**src/rtl/pptt_pkg.sv**
```systemverilog
// shared types and constants for the peer position table with timeout
// no dependencies; used by pptt_slots and peer_position_table_with_timeout
package pptt_pkg;

  // table geometry
  localparam int unsigned TABLE_SLOTS = 16;
  localparam int unsigned SLOT_W      = (TABLE_SLOTS > 1) ? $clog2(TABLE_SLOTS) : 1;
  localparam int unsigned COUNT_W     = 5;
  localparam int unsigned IDX_W       = 4;
  localparam int unsigned CMP_W       = (SLOT_W > IDX_W) ? SLOT_W : IDX_W;

  // timeout register reset value
  localparam logic [15:0] TIMEOUT_RESET = 16'd400;

  // operation codes carried in tuser
  localparam logic [1:0] OP_TICK   = 2'd0;
  localparam logic [1:0] OP_STORE  = 2'd1;
  localparam logic [1:0] OP_LOOKUP = 2'd2;
  localparam logic [1:0] OP_READ   = 2'd3;

  // one table slot
  typedef struct packed {
    logic [7:0]  id;
    logic [31:0] x;
    logic [31:0] y;
    logic [31:0] z;
    logic [31:0] stamp;
  } slot_entry_t;

  // write request to the slot table
  typedef struct packed {
    logic              we;
    logic [SLOT_W-1:0] addr;
    slot_entry_t       entry;
  } slot_wr_t;

  // input tdata layout, last member in the lowest bits
  typedef struct packed {
    logic [3:0]       pad;
    logic [31:0]      pos_z;
    logic [31:0]      pos_y;
    logic [31:0]      pos_x;
    logic [IDX_W-1:0] slot_index;
    logic [7:0]       peer_id;
  } in_item_t;

  // output tdata layout, last member in the lowest bits
  typedef struct packed {
    logic               pad;
    logic [COUNT_W-1:0] active_count;
    logic [31:0]        out_stamp;
    logic [31:0]        out_z;
    logic [31:0]        out_y;
    logic [31:0]        out_x;
    logic [7:0]         entry_id;
    logic               active;
    logic               success;
  } out_item_t;

endpackage

```
**src/rtl/pptt_slots.sv**
```systemverilog
// slot table storage: ids, positions and stamps, cleared by reset
// depends on pptt_pkg
module pptt_slots (
  input  logic                        clk_i,
  input  logic                        rst_ni,
  input  pptt_pkg::slot_wr_t          wr_i,
  input  logic [pptt_pkg::SLOT_W-1:0] rd_addr_i,
  output pptt_pkg::slot_entry_t       rd_entry_o
);
  import pptt_pkg::*;

  slot_entry_t slots_q [TABLE_SLOTS];

  // one write port, reset clears every slot to free
  always_ff @(posedge clk_i or negedge rst_ni) begin
    if (!rst_ni) begin
      for (int s = 0; s < TABLE_SLOTS; s++) begin
        slots_q[s] <= '0;
      end
    end else if (wr_i.we) begin
      slots_q[wr_i.addr] <= wr_i.entry;
    end
  end

  // single read port at the scan pointer
  assign rd_entry_o = slots_q[rd_addr_i];

endmodule

```
**src/rtl/peer_position_table_with_timeout.sv**
```systemverilog
// top level of the peer position table with timeout: sequencer and shared age compare
// depends on pptt_pkg and pptt_slots
//
//  channel   direction  handshake                      payload
//  s_axis    in         s_axis_tvalid / s_axis_tready  tuser operation, tdata fields
//  m_axis    out        m_axis_tvalid / m_axis_tready  tdata result fields
//  cfg       in         cfg_we_i                       cfg_wdata_i timeout_ticks
//
// each transaction is accepted, then scans every slot in turn through the single age
// subtract-and-compare unit, then loads the output register once that register is free.
// a tick bumps the counter when it is accepted. reset clears the table and
// the counter at once. input stays not ready until the result is in the output register,
// which holds it while m_axis_tready is low.
module peer_position_table_with_timeout (
  input  logic         clk_i,
  input  logic         rst_ni,
  // config
  input  logic         cfg_we_i,
  input  logic [15:0]  cfg_wdata_i,
  // input stream
  input  logic         s_axis_tvalid,
  output logic         s_axis_tready,
  // peer_id[7:0], slot_index[11:8], pos_x[43:12], pos_y[75:44], pos_z[107:76], zero pad
  input  logic [111:0] s_axis_tdata,
  // operation[1:0]
  input  logic [1:0]   s_axis_tuser,
  // output stream
  output logic         m_axis_tvalid,
  input  logic         m_axis_tready,
  // success[0], active[1], entry_id[9:2], out_x[41:10], out_y[73:42], out_z[105:74],
  // out_stamp[137:106], active_count[142:138], zero pad
  output logic [143:0] m_axis_tdata
);
  import pptt_pkg::*;

  localparam logic [1:0] ST_IDLE = 2'd0;
  localparam logic [1:0] ST_SCAN = 2'd1;
  localparam logic [1:0] ST_OUT  = 2'd2;

  localparam logic [SLOT_W-1:0] LAST_SLOT = SLOT_W'(TABLE_SLOTS - 1);
  localparam logic [COUNT_W-1:0] COUNT_MAX = '1;

  logic [1:0]         state_q, state_d;
  logic [SLOT_W-1:0]  ptr_q, ptr_d;
  logic [31:0]        now_q, now_d;
  logic [15:0]        timeout_q;
  logic [1:0]         op_q;
  in_item_t           item_q;
  in_item_t           item_in;
  logic               found_q, found_d;
  logic [COUNT_W-1:0] cnt_q, cnt_d;
  out_item_t          res_q, res_d;
  out_item_t          out_q, out_d;
  logic               out_valid_q;

  slot_wr_t    wr;
  slot_entry_t rd_entry;
  slot_entry_t new_entry;
  logic [31:0] age;
  logic        young;
  logic        match;
  logic        hit;
  logic        add;
  logic        accept;
  logic        out_free;

  assign item_in       = in_item_t'(s_axis_tdata);
  assign s_axis_tready = (state_q == ST_IDLE);
  assign accept        = s_axis_tvalid && s_axis_tready;
  assign out_free      = !out_valid_q || m_axis_tready;

  // slot storage
  pptt_slots u_slots (
    .clk_i      (clk_i),
    .rst_ni     (rst_ni),
    .wr_i       (wr),
    .rd_addr_i  (ptr_q),
    .rd_entry_o (rd_entry)
  );

  // shared age unit
  assign age   = now_q - rd_entry.stamp;
  assign young = age < {16'd0, timeout_q};

  // entry written by a store
  always_comb begin
    new_entry.id    = item_q.peer_id;
    new_entry.x     = item_q.pos_x;
    new_entry.y     = item_q.pos_y;
    new_entry.z     = item_q.pos_z;
    new_entry.stamp = now_q;
  end

  // slot match for the current operation
  always_comb begin
    case (op_q)
      OP_STORE:  match = (rd_entry.id == 8'd0) || (rd_entry.id == item_q.peer_id);
      OP_LOOKUP: match = (rd_entry.id == item_q.peer_id);
      OP_READ:   match = (CMP_W'(item_q.slot_index) == CMP_W'(ptr_q));
      default:   match = 1'b0;
    endcase
  end

  assign hit = (state_q == ST_SCAN) && match && !found_q;

  // store write port
  always_comb begin
    wr.we    = hit && (op_q == OP_STORE);
    wr.addr  = ptr_q;
    wr.entry = new_entry;
  end

  // sequencer
  always_comb begin
    state_d = state_q;
    ptr_d   = ptr_q;
    now_d   = now_q;
    found_d = found_q;
    cnt_d   = cnt_q;
    res_d   = res_q;
    add     = 1'b0;
    unique case (state_q)
      ST_IDLE: begin
        if (accept) begin
          state_d = ST_SCAN;
          ptr_d   = '0;
          found_d = 1'b0;
          cnt_d   = '0;
          res_d   = '0;
          if (s_axis_tuser == OP_TICK) begin
            now_d = now_q + 32'd1;
          end
        end
      end
      ST_SCAN: begin
        if (wr.we) begin
          // the freshly stored slot has age zero
          add                = (item_q.peer_id != 8'd0) && (timeout_q != 16'd0);
          res_d.success      = 1'b1;
          res_d.active       = add;
          res_d.entry_id     = new_entry.id;
          res_d.out_x        = new_entry.x;
          res_d.out_y        = new_entry.y;
          res_d.out_z        = new_entry.z;
          res_d.out_stamp    = new_entry.stamp;
        end else begin
          add = (rd_entry.id != 8'd0) && young;
          if (hit) begin
            res_d.success   = 1'b1;
            res_d.active    = (op_q == OP_LOOKUP) ? young : add;
            res_d.entry_id  = rd_entry.id;
            res_d.out_x     = rd_entry.x;
            res_d.out_y     = rd_entry.y;
            res_d.out_z     = rd_entry.z;
            res_d.out_stamp = rd_entry.stamp;
          end
        end
        found_d = found_q || hit;
        if (add && (cnt_q != COUNT_MAX)) begin
          cnt_d = cnt_q + COUNT_W'(1);
        end
        if (ptr_q == LAST_SLOT) begin
          state_d = ST_OUT;
        end else begin
          ptr_d = ptr_q + SLOT_W'(1);
        end
      end
      ST_OUT: begin
        if (out_free) begin
          state_d = ST_IDLE;
        end
      end
      default: begin
        state_d = ST_IDLE;
      end
    endcase
  end

  // result word with the final active count
  always_comb begin
    out_d              = res_q;
    out_d.active_count = cnt_q;
    out_d.pad          = 1'b0;
  end

  // control registers
  always_ff @(posedge clk_i or negedge rst_ni) begin
    if (!rst_ni) begin
      state_q     <= ST_IDLE;
      ptr_q       <= '0;
      now_q       <= '0;
      found_q     <= 1'b0;
      cnt_q       <= '0;
      timeout_q   <= TIMEOUT_RESET;
      out_valid_q <= 1'b0;
    end else begin
      state_q <= state_d;
      ptr_q   <= ptr_d;
      now_q   <= now_d;
      found_q <= found_d;
      cnt_q   <= cnt_d;
      if (cfg_we_i) begin
        timeout_q <= cfg_wdata_i;
      end
      if (state_q == ST_OUT && out_free) begin
        out_valid_q <= 1'b1;
      end else if (m_axis_tready) begin
        out_valid_q <= 1'b0;
      end
    end
  end

  // payload registers
  always_ff @(posedge clk_i) begin
    if (accept) begin
      op_q   <= s_axis_tuser;
      item_q <= item_in;
    end
    res_q <= res_d;
    if (state_q == ST_OUT && out_free) begin
      out_q <= out_d;
    end
  end

  assign m_axis_tvalid = out_valid_q;
  assign m_axis_tdata  = out_q;

  // at most one slot is taken per transaction
  a_single_hit: assert property (@(posedge clk_i) disable iff (!rst_ni)
    hit |=> found_q)
    else $error("second hit in one scan");

  // a tick never selects a slot
  a_tick_no_hit: assert property (@(posedge clk_i) disable iff (!rst_ni)
    (state_q == ST_SCAN && op_q == OP_TICK) |-> !hit && !found_q)
    else $error("tick selected a slot");

  // an accepted transaction starts a scan at slot zero
  a_scan_start: assert property (@(posedge clk_i) disable iff (!rst_ni)
    accept |=> (state_q == ST_SCAN) && (ptr_q == '0))
    else $error("scan did not start at slot zero");

  // the scan ends after the last slot
  a_scan_end: assert property (@(posedge clk_i) disable iff (!rst_ni)
    (state_q == ST_SCAN && ptr_q == LAST_SLOT) |=> state_q == ST_OUT)
    else $error("scan did not end at last slot");

  // the output register is loaded only when free
  a_no_overwrite: assert property (@(posedge clk_i) disable iff (!rst_ni)
    (state_q == ST_OUT && out_valid_q && !m_axis_tready) |=> state_q == ST_OUT)
    else $error("result loaded over a pending one");

endmodule

```
**config.mk**
```make
export PLATFORM = sky130hd
export DESIGN_NAME = peer_position_table_with_timeout
export DESIGN_NICKNAME = d
export VERILOG_FILES = /design/src/rtl/pptt_pkg.sv /design/src/rtl/pptt_slots.sv /design/src/rtl/peer_position_table_with_timeout.sv
export SDC_FILE = /design/constraint.sdc
export NUM_CORES = 2
export LEC_CHECK = 0
export BUFFER_PORTS_ARGS = -buffer_cell sky130_fd_sc_hd__clkbuf_2
export CAP_MARGIN = 20
export CELL_PAD_IN_SITES_DETAIL_PLACEMENT = 0
export CELL_PAD_IN_SITES_GLOBAL_PLACEMENT = 2
export CORE_MARGIN = 8
export CORE_UTILIZATION = 43
export DETAILED_ROUTE_END_ITERATION = 10
export PLACE_DENSITY = 0.72
export SLEW_MARGIN = 20
export SYNTH_ARGS = -nofsm -noshare
export SYNTH_HDL_FRONTEND = slang
export SYNTH_SLANG_ARGS = --single-unit
export TNS_END_PERCENT = 20
```
**constraint.sdc**
```tcl
create_clock -name clk_i -period 13.2 [get_ports clk_i]
set_input_delay 1.98 -clock clk_i [delete_from_list [all_inputs] [get_ports clk_i]]
set_output_delay 1.98 -clock clk_i [all_outputs]
set_load 0.02 [all_outputs]
```
After elaboration in Yosys (flattened, before gate mapping) --
Cells that the tools add are included. Widths: inputs -> output; s select.
Cells by class: $mul 0, order comparisons 3, add/sub/neg operators 4, bitwise logic cells 1, shift operators 0, mux-type cells 28, divide/modulo/power cells 0, eq/ne operators 15, reduce and logical (&&, ||, !) cells 28
Operator list (number):
- $bwmux 2176 | 1
- $bmux 136 s4 | 1
- $demux 136 s4 | 1
- $mux 138 | 3
- $mux 136 | 3
- $pmux 138 s2 | 1
- $add 32x1->32 const B | 1
- $lt 32x16->1 | 1
- $sub 32x32->32 | 1
- $reduce_bool 16->1 | 1
- $reduce_bool 8->1 | 2
- $reduce_and 3->1 | 5
- $mux 5 | 2
- $pmux 5 s2 | 1
- $logic_and 1x1->1 | 9
- $eq 8x8->1 | 1
- $logic_not 8->1 | 1
- $mux 4 | 2
- $pmux 4 s2 | 1
- $eq 2x2->1 const B | 3
- $mux 1 | 6
- $mux 2 | 3
- $ne 2x1->1 const B | 3
- $pmux 2 s3 | 1
- 18 further kinds | 25
Storage, ports and cells: output and inout bits 146, register bits 2628, memories 0, ROM bits 0, memory bits (writable) 0, bits in latches 0, input bits 135, logic and storage cells 187

Depth between registers and ports, before layout --
depth in word-level cells 15, depth in mapped cells 29, depth with buffers taken out 23

By module --
From an unflattened synthesis, not the netlist that was laid out.
Second synthesis, totals: cells, all modules 7598, area, all modules 116635.6 µm²
Modules (own cells, without submodules):
- pptt_slots | instances 1, area an instance 97691.2 µm², seq. area each 54452.2 µm², cells an instance 6096
- peer_position_table_with_timeout | instances 1, area an instance 18944.4 µm², seq. area each 13271.5 µm², cells an instance 1502

Worst setup path before layout --
OpenSTA, ideal clock, no wires.
kind reg2reg, from register ptr_q[0], to register res_q, in the netlist out_d[0] (enable), stages on the path, launching flop included 13, setup time 826 ps, path slack 86 ps, period minus slack after synthesis 13114 ps, data required time 12374 ps, data arrival time 12288 ps, path through dfrtp_1 buf_6 buf_6 buf_4 mux2i_1 a221oi_1 xor2_1 nor4_1 o2111ai_2 o21ai_0 a21oi_1 or3_1 o21ai_0
Between the ends: longest elaborated chain between the ends 12, elaborated cells on any way between the ends 14
RTL lines:
- start: declaration | line peer_position_table_with_timeout.sv:44 | logic [SLOT_W-1:0] ptr_q, ptr_d;
- start signal: assignment | line peer_position_table_with_timeout.sv:198 | ptr_q <= ptr_d;
- $not 4->5 (not written as such) | line pptt_slots.sv:26 | assign rd_entry_o = slots_q[rd_addr_i];
- $bmux 136 s4 | line pptt_slots.sv:26
- $mux 136 (not written as such) (2 in a row) | line pptt_slots.sv:26
- $eq 8x8->1 / $logic_not 8->1 (equally long branches) | line peer_position_table_with_timeout.sv:97, peer_position_table_with_timeout.sv:98
- $logic_or 1x1->1 | line peer_position_table_with_timeout.sv:97 | OP_STORE: match = (rd_entry.id == 8'd0) || (rd_entry.id == item_q.peer_id);
- $pmux 1 s3 * | line peer_position_table_with_timeout.sv:96 | case (op_q)
- $logic_and 1x1->1 * (2 in a row) | line peer_position_table_with_timeout.sv:104 | assign hit = (state_q == ST_SCAN) && match && !found_q;
- $logic_and 1x1->1 | line peer_position_table_with_timeout.sv:108 | wr.we = hit && (op_q == OP_STORE);
- $ne 3x2->1 (no source line) *
- $reduce_and 3->1 (no source line) *
- end signal: assignment | line peer_position_table_with_timeout.sv:219 | res_q <= res_d;
- end: declaration | line peer_position_table_with_timeout.sv:52 | out_item_t res_q, res_d;
Mark *: on every way between the ends. The rest lies on a longest branch, timed or not. The select of a mux whose other input is x is not followed. A chain may end at the register's enable or synchronous reset.

Worst setup path in the final report --
from register ptr_q[0], to register res_q, in the netlist out_d[1], data pin
Between the ends: longest elaborated chain between the ends 12, elaborated cells on any way between the ends 20
RTL lines:
- branches (longest 10 deep; another with $sub 32x32->32)
- $mux 138 * | line peer_position_table_with_timeout.sv:136 | if (wr.we) begin
- $pmux 138 s2 * | line peer_position_table_with_timeout.sv:122 | unique case (state_q)
Mark *: on every way between the ends. The select of a mux whose other input is x is not followed.

==> qor.csv <==
metric,value,unit
clock-pin slew on the worst setup and hold paths,60,ps
drt drc,0,
Worst Hold Class,register to register,
Slew HR,23.5,%
adder-cell share of the synthesized area,0.607,%
clock share of power,31.9,%
Clock Sinks,2628,
initial DRC count,4254,
setup ws final,4880,ps
internal power,18000,uW
Worst-Skew Late Latency,860,ps
CTS HTree Levels,5,
Setup Buffers After CTS,0,
GRT Resource Usage Total,20.9,%
PostCTS Resize Cnt,0,
crit path capture type,register,
"Cell Area, Synth",0.117,mm2
vias,62905,
most numerous cell in the Yosys netlist,dfrtp_1,
Yosys top cell area share,47.9,%
Die Width,537,um
register area share after synthesis,58.0,%
hold violation total from the final report,0,
Net Sw Frac,29.5,%
worst vdd ir,0.000156,V
Max Fanout on Critical Path,87,
Layout Nets,7406,
GRT overflow,0,
hpwl dp,164000,um
ANT nets after route,0,
Clk Tree Root Cell,clkbuf_16,
Syn Inst Count,7139,
Combinational Power Share,24.6,%
pin count of the biggest net entering global routing,187,
cts bufs inserted,298,
Critical Path AT,8990,ps
pre-CTS WS,4900,ps
I/O pins,281,
Final Skew,55.8,ps
P_sw,7520,uW
cell taking the most area after synthesis,dfrtp_1,
DR WL/cell,27.3,um
gp weighted congestion,0.754,
vias in the first global route,68039,
xor/xnor cell area share of the yosys netlist,0.488,%
"EDFF count, synth",391,
number of synthesized register bits,2628,
kind of critical path,register to register,
Die Ht,537,um
Total Neg Setup Slack,0,ps
Pre-Repair DR Iteration Count,7,
WHS Path Cells,0,
area grow syn2layout,11.7,%
Ys Warns,0,
CORE AREA,0.270,mm2
Longest Clk Path Bufs,4,
IO Port Bufs,275,
Final Max Tran Viols,0,
drt via density,5.71,
Flop pwr share,43.6,%
RSZ-0062 raised after global routing,no,
Syn Area/Cell,16.3,um2
Setup crit start kind,register,
syn nets,7330,
initial antenna violation count,18,
first-pass GRT wire length,457000,um
initial core utilization,43.2,%
status,"finished, final reports clean",
top post-synthesis cells by area,"dfrtp_1 48%, mux2_1 14%, mux4_2 13%",
Netlist cell types,91,
actual slew at the worst max-slew pin,1150,ps
post-synthesis simple-gate area fraction,2.07,%
minimum clock period,8320,ps
Lkg Pwr,0.0628,uW
worst path required time,13870,ps
die area,0.288,mm2
compound-gate portion of the synthesized area,1.44,%
max_cap viols,0,
Final Cycle Share,63.0,%
largest family of logic cells by synthesized area,multiplexers,
Hold Buf Count CTS,0,
Row Count,191,
share of layout cells above drive strength 1,29.9,%
"FFs w/ async S/R, synth",85.1,%
Final setup viols,0,
pwr/cell area,195,mW/mm2
"Power, Total",25500,uW
TritonCTS clock tree,done,
Post-synth top cells,"2234 x dfrtp_1, 1453 x mux2_1, 688 x mux2_2",
drt total wl,301000,um
mux cell area share after synthesis,34.5,%
top_reg_cell synth,dfrtp_1,
worst-case reg-to-reg path depth,22,
maximum clock rate,120,MHz
sequential cells by signal (all words and copies together) (netlist names), 2 cells and up:
signal and flops:
m_axis_tdata 143, item_q 108, out_d 138, op_q 2
ptr_q 4, timeout_q 16, state_q 2, cnt_q 5
u_slots.slots_q 2176, now_q 32
cell type report:
cell class              count  area (um2)
fillers                 22927      140000
flip-flops and latches   2628       67700
multi-input cells        3823       45700
clock buffers             438        8710
well taps                3570        4470
repair buffers            396        2690
clock inverters            91         845
inverters                  68         270
diodes                      6        15.0
routing by layer:
layer	routed length, um	track usage, %	vias to the layer above
met2	139000	32.6	1253
met1	141000	30.6	34429
met4	6600	4.96	10
met3	14400	3.64	440
li1	-	-	26773
met5	65	0	-
worst max-delay path: stages, from the launching register on:
cell and delay (ps):
dfrtp_4 870, buf_12 500, mux4_2 600, mux4_2 610, ha_1 260, fa_1 430
nand2b_1 190, a21oi_1 310, nor2_1 120, or2_2 340, o31ai_1 320, xor2_1 200
ha_1 250, nand2_1 80, nor2_1 60, nor4_2 280, o211ai_1 140, or4b_1 470
or4_1 510, a2111oi_2 410, nand4_1 130, or4b_1 550, a21oi_1 150
worst paths after layout:
kind | endpoint | start | slack, ps
worst min-delay path | m_axis_tdata[43] | out_d[43] | 420
worst min register to register | m_axis_tdata[43] | out_d[43] | 420
min in group asynchronous | timeout_q[0] | rst_ni | 1100
worst max register to register | out_d[1] | ptr_q[0] | 4880
max in group asynchronous | u_slots.slots_q[522] | rst_ni | 9190
worst max-delay path | out_d[1] | ptr_q[0] | 4880
cells by family (layout without fill, tap and decap cells):
logic type,Yosys count,in the layout
AND/OR/NAND/NOR,502,502
XOR/XNOR,65,65
buffers and inverters,688,993
AO/OA/AOI/OAI,272,272
other,1,7
flip-flops,2628,2628
multiplexers,2927,2927
adder cells (fa/ha/maj),56,56
power groups by stage:
stage | sequential [uW] | clock, uW | combinational (uW)
6_report | 11100 | 8120 | 6260
5_1_grt | 11300 | 8690 | 6810
4_1_cts | 11100 | 8370 | 6410
3_5_place_dp | 11200 | 0 | 6380
3_3_place_gp | 11100 | 0 | 6300
2_1_floorplan | 10800 | 0 | 4790
cell usage in the layout (no fill, tap or decap), types with 45 or more instances in the layout:
| cell | synthesis | routed |
|---|---|---|
| dfrtp_1 | 2234 | 2230 |
| mux2_1 | 1453 | 1453 |
| mux2_2 | 688 | 688 |
| mux4_2 | 660 | 660 |
| edfxtp_1 | 391 | 391 |
| clkbuf_16 | 0 | 312 |
| clkbuf_2 | 0 | 274 |
| nand2_1 | 205 | 205 |
| nor2_1 | 140 | 140 |
| mux2i_1 | 125 | 125 |
| o21ai_0 | 91 | 90 |
| buf_4 | 78 | 90 |
| a21oi_1 | 87 | 87 |
| clkbuf_1 | 289 | 83 |
| inv_1 | 65 | 63 |
| ha_1 | 55 | 55 |
| xnor2_1 | 45 | 45 |
| clkinv_2 | 0 | 45 |
per-stage QoR:
step	hold slack, ps	cell area (um2)	cells	utilization [%]
after floorplan	400	117000	7139	-
after global placement	404	121000	10480	44.7
after detailed placement	405	121000	10482	44.7
after CTS	417	130000	11011	48.2
after global routing	419	130000	11015	48.2
final	417	130000	11020	48.2
No activity file was read; power rests on OpenSTA's default activity.
